===== src/swmam_pkg.sv =====
// Shared types and constants for the sliding window min/avg/max unit.
// No dependencies; imported by every module of the block.
`default_nettype none

package swmam_pkg;

    localparam int SAMPLE_W          = 16;
    localparam int CFG_W             = 7;
    localparam int INDEX_W           = 16;
    localparam int DEF_WINDOW_DEPTH  = 64;

    typedef logic signed [SAMPLE_W-1:0] sample_t;
    typedef logic [INDEX_W-1:0]         index_t;
    typedef logic [CFG_W-1:0]           cfg_t;

    // Per-cell control: shift a new request in, or rotate the ring.
    typedef struct packed {
        logic shift;
        logic rotate;
        logic wrap;
    } cell_ctrl_t;

endpackage

`default_nettype wire


===== src/sliding_window_min_avg_max_unit.sv =====
// Top level of the sliding window min/avg/max unit: controller, cell chain,
// accumulators and output register.
// Depends on swmam_pkg, swmam_cell and swmam_div.
//
// Usage:
//   Input channel: sample_valid / sample_stall carry one Q8.8 sample per request.
//   Output channel: result_valid / result_stall carry sample_index, sample_echo,
//   window_min, window_avg and window_max for that sample.
//   The user writes window_size through window_size_we only while the unit is
//   idle; the unit itself does not enforce it. For each request the sum walks
//   W terms (W = effective window size) around a ring of cells, one per cycle,
//   and the average comes from a 16-step serial divider. Once W samples have
//   been seen these are the W newest samples; while fewer have been seen, the
//   ring is pre-aligned first and walked round its n samples (n = samples seen).
//   sample_stall is high from acceptance until the result is loaded into the
//   output register; the next request is taken while that result waits.
//   If result_stall holds the previous result, the finished request waits in
//   the controller and sample_stall stays high.
//   Reset clears the sample count, the running min/max and the output valid,
//   and sets the window size to 1.
`default_nettype none

module sliding_window_min_avg_max_unit #(
    parameter int WINDOW_DEPTH = swmam_pkg::DEF_WINDOW_DEPTH
) (
    input  wire                   clk,
    input  wire                   rst_n,
    input  wire                   window_size_we,
    input  swmam_pkg::cfg_t       window_size,
    input  wire                   sample_valid,
    output logic                  sample_stall,
    input  swmam_pkg::sample_t    sample,
    output logic                  result_valid,
    input  wire                   result_stall,
    output swmam_pkg::index_t     sample_index,
    output swmam_pkg::sample_t    sample_echo,
    output swmam_pkg::sample_t    window_min,
    output swmam_pkg::sample_t    window_avg,
    output swmam_pkg::sample_t    window_max
);
    import swmam_pkg::*;

    localparam int CNT_W = $clog2(WINDOW_DEPTH + 1);
    localparam int SUM_W = SAMPLE_W + CNT_W;

    localparam logic [2:0] ST_IDLE = 3'd0;
    localparam logic [2:0] ST_PREP = 3'd1;
    localparam logic [2:0] ST_SUM  = 3'd2;
    localparam logic [2:0] ST_DIV  = 3'd3;
    localparam logic [2:0] ST_OUT  = 3'd4;

    logic [2:0]          state_reg, state_next;
    cfg_t                wsize_reg, wsize_next;
    index_t              seen_reg, seen_next;
    sample_t             wmin_reg, wmin_next;
    sample_t             wmax_reg, wmax_next;
    logic [CNT_W-1:0]    win_reg, win_next;
    logic [CNT_W-1:0]    len_reg, len_next;
    logic [CNT_W-1:0]    rcnt_reg, rcnt_next;
    logic [CNT_W-1:0]    term_reg, term_next;
    logic                warm_reg, warm_next;
    sample_t             echo_reg, echo_next;
    logic signed [SUM_W-1:0] sum_reg, sum_next;
    sample_t             rmin_reg, rmin_next;
    sample_t             rmax_reg, rmax_next;
    logic                ovalid_reg, ovalid_next;
    index_t              oidx_reg, oidx_next;
    sample_t             oecho_reg, oecho_next;
    sample_t             omin_reg, omin_next;
    sample_t             oavg_reg, oavg_next;
    sample_t             omax_reg, omax_next;

    logic                accept;
    logic                rotate_en;
    logic                div_start;
    logic                div_done;
    sample_t             div_quot;
    logic [31:0]         wide_w;
    logic [CNT_W-1:0]    w_eff;
    logic [CNT_W-1:0]    len_m1;
    sample_t             head;
    sample_t             cell_data [WINDOW_DEPTH];

    assign accept = sample_valid && !sample_stall;
    assign head   = cell_data[0];
    assign len_m1 = len_reg - 1'b1;

    // Cell chain: new samples enter at cell 0; rotation moves toward cell 0
    // and closes the ring at the last in-window cell.
    for (genvar k = 0; k < WINDOW_DEPTH; k++)
    begin : g_cell
        cell_ctrl_t ctrl;
        sample_t    prev_d;
        sample_t    next_d;

        assign ctrl.shift  = accept;
        assign ctrl.rotate = rotate_en && (CNT_W'(k) < len_reg);
        assign ctrl.wrap   = (CNT_W'(k) == len_m1);

        if (k == 0)
        begin : g_first
            assign prev_d = sample;
        end
        else
        begin : g_inner
            assign prev_d = cell_data[k-1];
        end

        if (k == WINDOW_DEPTH - 1)
        begin : g_last
            assign next_d = cell_data[0];
        end
        else
        begin : g_mid
            assign next_d = cell_data[k+1];
        end

        swmam_cell u_cell (
            .clk       (clk),
            .ctrl      (ctrl),
            .prev_data (prev_d),
            .next_data (next_d),
            .wrap_data (head),
            .data      (cell_data[k])
        );
    end

    swmam_div #(
        .DIV_W (CNT_W)
    ) u_div (
        .clk      (clk),
        .rst_n    (rst_n),
        .start    (div_start),
        .dividend (sum_next),
        .divisor  (win_reg),
        .done     (div_done),
        .quotient (div_quot)
    );

    always_comb
    begin
        wide_w = 32'(wsize_reg);
        if (wide_w == 32'd0)
        begin
            wide_w = 32'd1;
        end
        else if (wide_w > 32'(WINDOW_DEPTH))
        begin
            wide_w = 32'(WINDOW_DEPTH);
        end
        w_eff = CNT_W'(wide_w);
    end

    always_comb
    begin
        state_next  = state_reg;
        wsize_next  = window_size_we ? window_size : wsize_reg;
        seen_next   = seen_reg;
        wmin_next   = wmin_reg;
        wmax_next   = wmax_reg;
        win_next    = win_reg;
        len_next    = len_reg;
        rcnt_next   = rcnt_reg;
        term_next   = term_reg;
        warm_next   = warm_reg;
        echo_next   = echo_reg;
        sum_next    = sum_reg;
        rmin_next   = rmin_reg;
        rmax_next   = rmax_reg;
        ovalid_next = ovalid_reg && result_stall;
        oidx_next   = oidx_reg;
        oecho_next  = oecho_reg;
        omin_next   = omin_reg;
        oavg_next   = oavg_reg;
        omax_next   = omax_reg;
        rotate_en   = 1'b0;
        div_start   = 1'b0;

        case (state_reg)
            ST_IDLE:
            begin
                if (accept)
                begin
                    if (seen_reg == '0)
                    begin
                        wmin_next = sample;
                        wmax_next = sample;
                    end
                    else
                    begin
                        if (sample < wmin_reg)
                        begin
                            wmin_next = sample;
                        end
                        if (sample > wmax_reg)
                        begin
                            wmax_next = sample;
                        end
                    end
                    seen_next = (seen_reg == '1) ? seen_reg : seen_reg + 1'b1;
                    warm_next = (seen_next <= INDEX_W'(w_eff));
                    len_next  = warm_next ? CNT_W'(seen_next) : w_eff;
                    win_next  = w_eff;
                    rcnt_next = w_eff;
                    echo_next = sample;
                    state_next = ST_PREP;
                end
            end
            ST_PREP:
            begin
                // Align the ring so the walk starts len - (W mod len) samples back from the newest.
                if (rcnt_reg >= len_reg)
                begin
                    rcnt_next = rcnt_reg - len_reg;
                end
                else if (rcnt_reg == '0)
                begin
                    term_next  = '0;
                    state_next = ST_SUM;
                end
                else
                begin
                    rotate_en = 1'b1;
                    rcnt_next = rcnt_reg + 1'b1;
                end
            end
            ST_SUM:
            begin
                rotate_en = 1'b1;
                if (term_reg == '0)
                begin
                    sum_next  = SUM_W'(head);
                    rmin_next = head;
                    rmax_next = head;
                end
                else
                begin
                    sum_next = sum_reg + SUM_W'(head);
                    if (head < rmin_reg)
                    begin
                        rmin_next = head;
                    end
                    if (head > rmax_reg)
                    begin
                        rmax_next = head;
                    end
                end
                term_next = term_reg + 1'b1;
                if (term_reg == win_reg - 1'b1)
                begin
                    div_start  = 1'b1;
                    state_next = ST_DIV;
                end
            end
            ST_DIV:
            begin
                if (div_done)
                begin
                    state_next = ST_OUT;
                end
            end
            ST_OUT:
            begin
                if (!ovalid_reg || !result_stall)
                begin
                    ovalid_next = 1'b1;
                    oidx_next   = seen_reg;
                    oecho_next  = echo_reg;
                    omin_next   = warm_reg ? wmin_reg : rmin_reg;
                    omax_next   = warm_reg ? wmax_reg : rmax_reg;
                    oavg_next   = div_quot;
                    state_next  = ST_IDLE;
                end
            end
            default:
            begin
                state_next = ST_IDLE;
            end
        endcase
    end

    always_ff @(posedge clk or negedge rst_n)
    begin
        if (!rst_n)
        begin
            state_reg  <= ST_IDLE;
            wsize_reg  <= CFG_W'(1);
            seen_reg   <= '0;
            wmin_reg   <= '0;
            wmax_reg   <= '0;
            win_reg    <= CNT_W'(1);
            len_reg    <= CNT_W'(1);
            rcnt_reg   <= '0;
            term_reg   <= '0;
            warm_reg   <= 1'b0;
            ovalid_reg <= 1'b0;
        end
        else
        begin
            state_reg  <= state_next;
            wsize_reg  <= wsize_next;
            seen_reg   <= seen_next;
            wmin_reg   <= wmin_next;
            wmax_reg   <= wmax_next;
            win_reg    <= win_next;
            len_reg    <= len_next;
            rcnt_reg   <= rcnt_next;
            term_reg   <= term_next;
            warm_reg   <= warm_next;
            ovalid_reg <= ovalid_next;
        end
    end

    always_ff @(posedge clk)
    begin
        echo_reg  <= echo_next;
        sum_reg   <= sum_next;
        rmin_reg  <= rmin_next;
        rmax_reg  <= rmax_next;
        oidx_reg  <= oidx_next;
        oecho_reg <= oecho_next;
        omin_reg  <= omin_next;
        oavg_reg  <= oavg_next;
        omax_reg  <= omax_next;
    end

    assign sample_stall = (state_reg != ST_IDLE);
    assign result_valid = ovalid_reg;
    assign sample_index = oidx_reg;
    assign sample_echo  = oecho_reg;
    assign window_min   = omin_reg;
    assign window_avg   = oavg_reg;
    assign window_max   = omax_reg;

endmodule

`default_nettype wire


===== src/swmam_cell.sv =====
// One storage cell of the sample chain: holds one sample.
// Depends on swmam_pkg.
`default_nettype none

module swmam_cell (
    input  wire                     clk,
    input  swmam_pkg::cell_ctrl_t   ctrl,
    input  swmam_pkg::sample_t      prev_data,
    input  swmam_pkg::sample_t      next_data,
    input  swmam_pkg::sample_t      wrap_data,
    output swmam_pkg::sample_t      data
);
    import swmam_pkg::*;

    sample_t data_reg;
    sample_t data_next;

    always_comb
    begin
        data_next = data_reg;
        if (ctrl.shift)
        begin
            data_next = prev_data;
        end
        else if (ctrl.rotate)
        begin
            data_next = ctrl.wrap ? wrap_data : next_data;
        end
    end

    always_ff @(posedge clk)
    begin
        data_reg <= data_next;
    end

    assign data = data_reg;

endmodule

`default_nettype wire


===== src/swmam_div.sv =====
// Bit-serial signed divider for the window average, one quotient bit a cycle.
// Depends on swmam_pkg.
`default_nettype none

module swmam_div #(
    parameter int DIV_W = 7
) (
    input  wire                                          clk,
    input  wire                                          rst_n,
    input  wire                                          start,
    input  wire signed [swmam_pkg::SAMPLE_W+DIV_W-1:0]   dividend,
    input  wire        [DIV_W-1:0]                       divisor,
    output logic                                         done,
    output swmam_pkg::sample_t                           quotient
);
    import swmam_pkg::*;

    localparam int DVD_W  = SAMPLE_W + DIV_W;
    localparam int STEP_W = $clog2(SAMPLE_W);

    logic                  busy_reg, busy_next;
    logic                  done_reg, done_next;
    logic [STEP_W-1:0]     step_reg, step_next;
    logic [DIV_W-1:0]      rem_reg, rem_next;
    logic [SAMPLE_W-1:0]   q_reg, q_next;
    logic [DIV_W-1:0]      dsr_reg, dsr_next;
    logic                  neg_reg, neg_next;
    logic [DVD_W-1:0]      mag;
    logic [DIV_W:0]        trial;
    logic [DIV_W:0]        diff;

    always_comb
    begin
        mag   = dividend[DVD_W-1] ? DVD_W'(-dividend) : DVD_W'(dividend);
        trial = {rem_reg, q_reg[SAMPLE_W-1]};
        diff  = trial - {1'b0, dsr_reg};

        busy_next = busy_reg;
        done_next = 1'b0;
        step_next = step_reg;
        rem_next  = rem_reg;
        q_next    = q_reg;
        dsr_next  = dsr_reg;
        neg_next  = neg_reg;

        if (start)
        begin
            busy_next = 1'b1;
            step_next = '0;
            rem_next  = mag[DVD_W-1:SAMPLE_W];
            q_next    = mag[SAMPLE_W-1:0];
            dsr_next  = divisor;
            neg_next  = dividend[DVD_W-1];
        end
        else if (busy_reg)
        begin
            if (trial >= {1'b0, dsr_reg})
            begin
                rem_next = diff[DIV_W-1:0];
                q_next   = {q_reg[SAMPLE_W-2:0], 1'b1};
            end
            else
            begin
                rem_next = trial[DIV_W-1:0];
                q_next   = {q_reg[SAMPLE_W-2:0], 1'b0};
            end
            step_next = step_reg + 1'b1;
            if (step_reg == STEP_W'(SAMPLE_W - 1))
            begin
                busy_next = 1'b0;
                done_next = 1'b1;
            end
        end
    end

    always_ff @(posedge clk or negedge rst_n)
    begin
        if (!rst_n)
        begin
            busy_reg <= 1'b0;
            done_reg <= 1'b0;
            step_reg <= '0;
        end
        else
        begin
            busy_reg <= busy_next;
            done_reg <= done_next;
            step_reg <= step_next;
        end
    end

    always_ff @(posedge clk)
    begin
        rem_reg <= rem_next;
        q_reg   <= q_next;
        dsr_reg <= dsr_next;
        neg_reg <= neg_next;
    end

    assign done     = done_reg;
    assign quotient = neg_reg ? sample_t'(-q_reg) : sample_t'(q_reg);

endmodule

`default_nettype wire


===== config.mk =====
export PLATFORM = sky130hd
export DESIGN_NAME = sliding_window_min_avg_max_unit
export DESIGN_NICKNAME = d
export VERILOG_FILES = /design/src/swmam_pkg.sv /design/src/sliding_window_min_avg_max_unit.sv /design/src/swmam_cell.sv /design/src/swmam_div.sv
export SDC_FILE = /design/constraint.sdc
export NUM_CORES = 2
export LEC_CHECK = 0
export CORE_ASPECT_RATIO = 0.9
export CORE_MARGIN = 3
export CORE_UTILIZATION = 50
export DETAILED_ROUTE_END_ITERATION = 8
export DONT_BUFFER_PORTS = 1
export GPL_ROUTABILITY_DRIVEN = 0
export PLACE_DENSITY = 0.69
export SYNTH_ARGS = -nofsm -noshare
export SYNTH_HDL_FRONTEND = slang
export SYNTH_SLANG_ARGS = --single-unit

===== constraint.sdc =====
create_clock -name clk -period 6.16 [get_ports clk]
set_input_delay 0.308 -clock clk [delete_from_list [all_inputs] [get_ports clk]]
set_output_delay 0.308 -clock clk [all_outputs]
set_load 0.05 [all_outputs]

==> metrics.log <==
INFO  metric multi_input_comb_area = 27,000 µm²
INFO  metric numPortBuffers = 0
INFO  metric clock_root_buffer = sky130_fd_sc_hd__clkbuf_16
INFO  metric first_pass_iters = 6
INFO  metric cts_tree = yes
INFO  metric detail_route.drc_violations = 0
INFO  metric floorplan.initialDensity = 50.5%
INFO  metric worst_slew_margin_rel = 16.1%
INFO  metric max_cap_viol_count = 0
INFO  metric drtAntennaViolNets = 0
INFO  metric antenna_cells = 0
INFO  metric area_growth = 9.25%
INFO  metric vias_cell = 6.01
INFO  metric power_switching_share = 39.2%
INFO  metric timing.final.crit_share = 80.1%
INFO  metric worstPathCellList = inv_1, ha_1, o21ai_1, a21oi_1, o21ai_1, a21oi_1, o31ai_1, a41o_1, nand2_1, o21a_1, a31oi_2
INFO  metric post_synth_num_cell_types = 88
INFO  metric final_nets = 6,184
INFO  metric drive_gt1_share = 7.01%
INFO  metric tightest_slew = 1.25 ns
INFO  metric clk_pin_slew = 0.06 ns
INFO  metric crit_path_start_kind = register
INFO  metric non_filler_instance_count_after_layout = 7,954
INFO  metric grt_first_pass_wirelength = 276,000 µm
INFO  metric drt-total-wl = 180,000 µm
INFO  metric min-delay-path-class = input port to async pin
INFO  metric postSynth.asyncResetShare = 7.23%
INFO  metric path_class = register to register
INFO  metric chipWidth = 393 µm
INFO  metric clock_skew = 0.0280 ns
INFO  metric rsz0062_at_grt = no
INFO  metric gr-usage-all-layers = 25.3%
INFO  metric numCtsBuffers = 137
INFO  metric synth_seq_cells = 1,300
INFO  metric grt_max_degree = 313
INFO  metric net-switching-power = 16.8 mW
INFO  metric post_synth_instance_area = 67,400 µm²
INFO  metric rows = 127
INFO  metric insertion_delay = 0.77 ns
INFO  metric netlist_instances = 6,219
INFO  metric final.min_clock_period = 4.93 ns
INFO  metric dpl.hpwl = 118,000 µm
INFO  metric setup_viol = 0
INFO  metric power.density_cell_area = 582 nW/µm²
INFO  metric setup.worst_path.end_class = register
INFO  metric ir_worst_vdd = 0.350 mV
INFO  metric cp.required = 6.54 ns
INFO  metric yosys.area.top_type = sky130_fd_sc_hd__edfxtp_1
INFO  metric placedInstanceArea = 69,000 µm²
INFO  metric cell_internal_pwr = 26.1 mW
INFO  metric synth.avg_cell_area = 10.8 µm²
INFO  metric yosys-top-cells-area = sky130_fd_sc_hd__edfxtp_1 (53%), sky130_fd_sc_hd__mux2i_1 (13%), sky130_fd_sc_hd__o21ai_0 (8.0%)
INFO  metric worstPathMaxFanout = 16
INFO  metric floorplan.die_area = 139,000 µm²
INFO  metric power_leakage = 27.8 nW
INFO  metric cts_num_sinks = 1,300
INFO  metric grt_antenna_before_repair = 2
INFO  metric synthesis.nets = 6,365
INFO  metric drt-initial-drc-count = 5,297
INFO  metric power_frac_seq = 45.4%
INFO  metric cts_max_level = 4
INFO  metric critical-path-max-stage-delay = 0.91 ns
INFO  metric grt.overflow.total = 0
INFO  metric report.final.slew_viol_count = 0
INFO  metric post_cts_resized = 0
INFO  metric largest_reg_flops = 1,024
INFO  metric p_comb_share = 35.5%
INFO  metric max_clock_freq = 0.203 GHz
INFO  metric synth.yosys.warnings = 0
INFO  metric fin_total_pwr = 42.9 mW
INFO  metric finalHoldViolations = 0
INFO  metric cp_data_arrival_time = 5.31 ns
INFO  metric synth-seq-area-share = 56.9%
INFO  metric ports_placed_on_the_boundary = 110
INFO  metric cts.path.max_buffers = 3
INFO  metric yosys_most_used_dff = sky130_fd_sc_hd__edfxtp_1
INFO  metric yosysTopAreaCellShare = 52.7%
INFO  metric coreArea = 134,000 µm²
INFO  metric dieHeight = 354 µm
INFO  metric num-fill-cells = 11,305
INFO  metric dpl.cell_count = 7,677
INFO  metric rr_worst_depth = 11
INFO  metric sum_of_negative_setup_slack = 0 ns
INFO  metric avgRoutedWirePerCell = 22.6 µm
INFO  metric cp_slowest_cell = sky130_fd_sc_hd__a31oi_2
INFO  metric seq_area = 38,300 µm²
INFO  metric first_global_vias = 47,038
INFO  metric clock_power_share = 19.1%
INFO  metric status = complete, no violations
INFO  metric synth-edff-count = 1,183
INFO  metric dr_total_vias = 47,831
INFO  metric layout.cell_area.non_filler = 73,700 µm²
[layout by cell type, fill, tap and decap left out, drive strengths merged, types with 20 or more instances in the layout]
cell,n
nand2,1279
edfxtp,1183
o21ai,1100
mux2i,906
nor2,210
a21oi,186
clkbuf,185
inv,127
buf,116
ha,115
dfrtp,91
xnor2,58
mux2,56
nor3,49
clkinv,45
nand3,39
a21o,32
a31oi,32
xor2,28
dlygate4sd3,27
nand4,24
dfxtp,23
nand2b,20
[power groups by stage]
stage | clock, mW | sequential (mW) | combinational [mW]
global placement | 0 | 19.5 | 14.5
global route | 8.63 | 19.9 | 16.7
detailed placement | 0 | 19.6 | 14.9
finish | 8.18 | 19.4 | 15.2
floorplan | 0 | 18.3 | 10.3
CTS | 8.30 | 19.4 | 15.1
[logic make-up (layout without fill, tap and decap cells)]
logic type      Yosys count  after routing  share of synthesized area [%]
mux                     962            962                           14.4
xor+xnor                 86             86                           1.12
fa+ha+maj               118            118                           2.22
compound gates         1454           1454                           11.5
simple gates           1714           1714                           10.6
flops                  1300           1300                           56.9
buf+inv                 585            514                           3.34
[stage by stage]
step / utilization, % / setup WS, ns / hold slack, ns
floorplan: - / 1.02 / 0.0124
global placement: 51.7 / 1.46 / 0.0209
detailed placement: 51.7 / 1.40 / 0.0209
CTS: 55.1 / 1.37 / 0.163
global route: 55.1 / 0.982 / 0.168
finish: 55.1 / 1.23 / 0.120
[final cells by class]
cell class	instances	share of cell area, %
clock buffers	185	5.10
clock inverters	64	0.812
inverters	122	0.632
multi-input cells	4334	36.6
flip-flops and latches	1300	52.0
well taps	1806	3.07
repair buffers	143	1.71
[critical path, delay by kind of cell, from the launching register on]
family | cells | cell delay [ns]
adders and majority gates | 1 | 0.38
AOI/OAI and AO/OA | 8 | 3.06
DFF | 1 | 0.71
buffers and inverters | 1 | 0.16
and+or+nand+nor | 1 | 0.21
[metal layers]
layer / global-route usage, % / wire (µm)
met5: 0 / 0
met3: 4.69 / 14700
met1: 36.2 / 78100
met4: 8.52 / 5590
met2: 39.0 / 81200
[repair_timing]
| item | 4_1_cts | 5_1_grt |
|---|---|---|
| hold endpoints to repair | 168 | 0 |
| setup buffers | 0 | 0 |
| hold buffers | 28 | 0 |
[Yosys cell counts, drive strengths merged (6+ instances only)]
cell type and instances:
nand2 1279, edfxtp 1183, o21ai 1100, mux2i 906, clkbuf 399, nor2 210
a21oi 186, inv 116, ha 115, dfrtp 91, buf 64, xnor2 58
mux2 56, nor3 49, nand3 39, a21o 32, a31oi 32, xor2 28
nand4 24, dfxtp 23, nand2b 20, nor2b 18, o21a 18, nor4 15
and3 14, and2 12, o31ai 12, or3 11, a211oi 10, o211ai 8
a221o 7, o22ai 7, clkinv 6
[worst paths after layout]
check | start | endpoint | slack, ns
setup / recovery | len_reg[2] | g_cell[42].u_cell.data[4] | 1.23
hold / removal | rst_n | wmin_reg[0] | 0.12
setup reg to reg | len_reg[2] | g_cell[42].u_cell.data[4] | 1.23
hold reg to reg | echo_reg[15] | sample_echo[15] | 0.42
max in group asynchronous | rst_n | rcnt_reg[0] | 5.52
min in group clk | window_size[1] | wsize_reg[1] | 0.24
No activity file was read; power rests on OpenSTA's default activity.
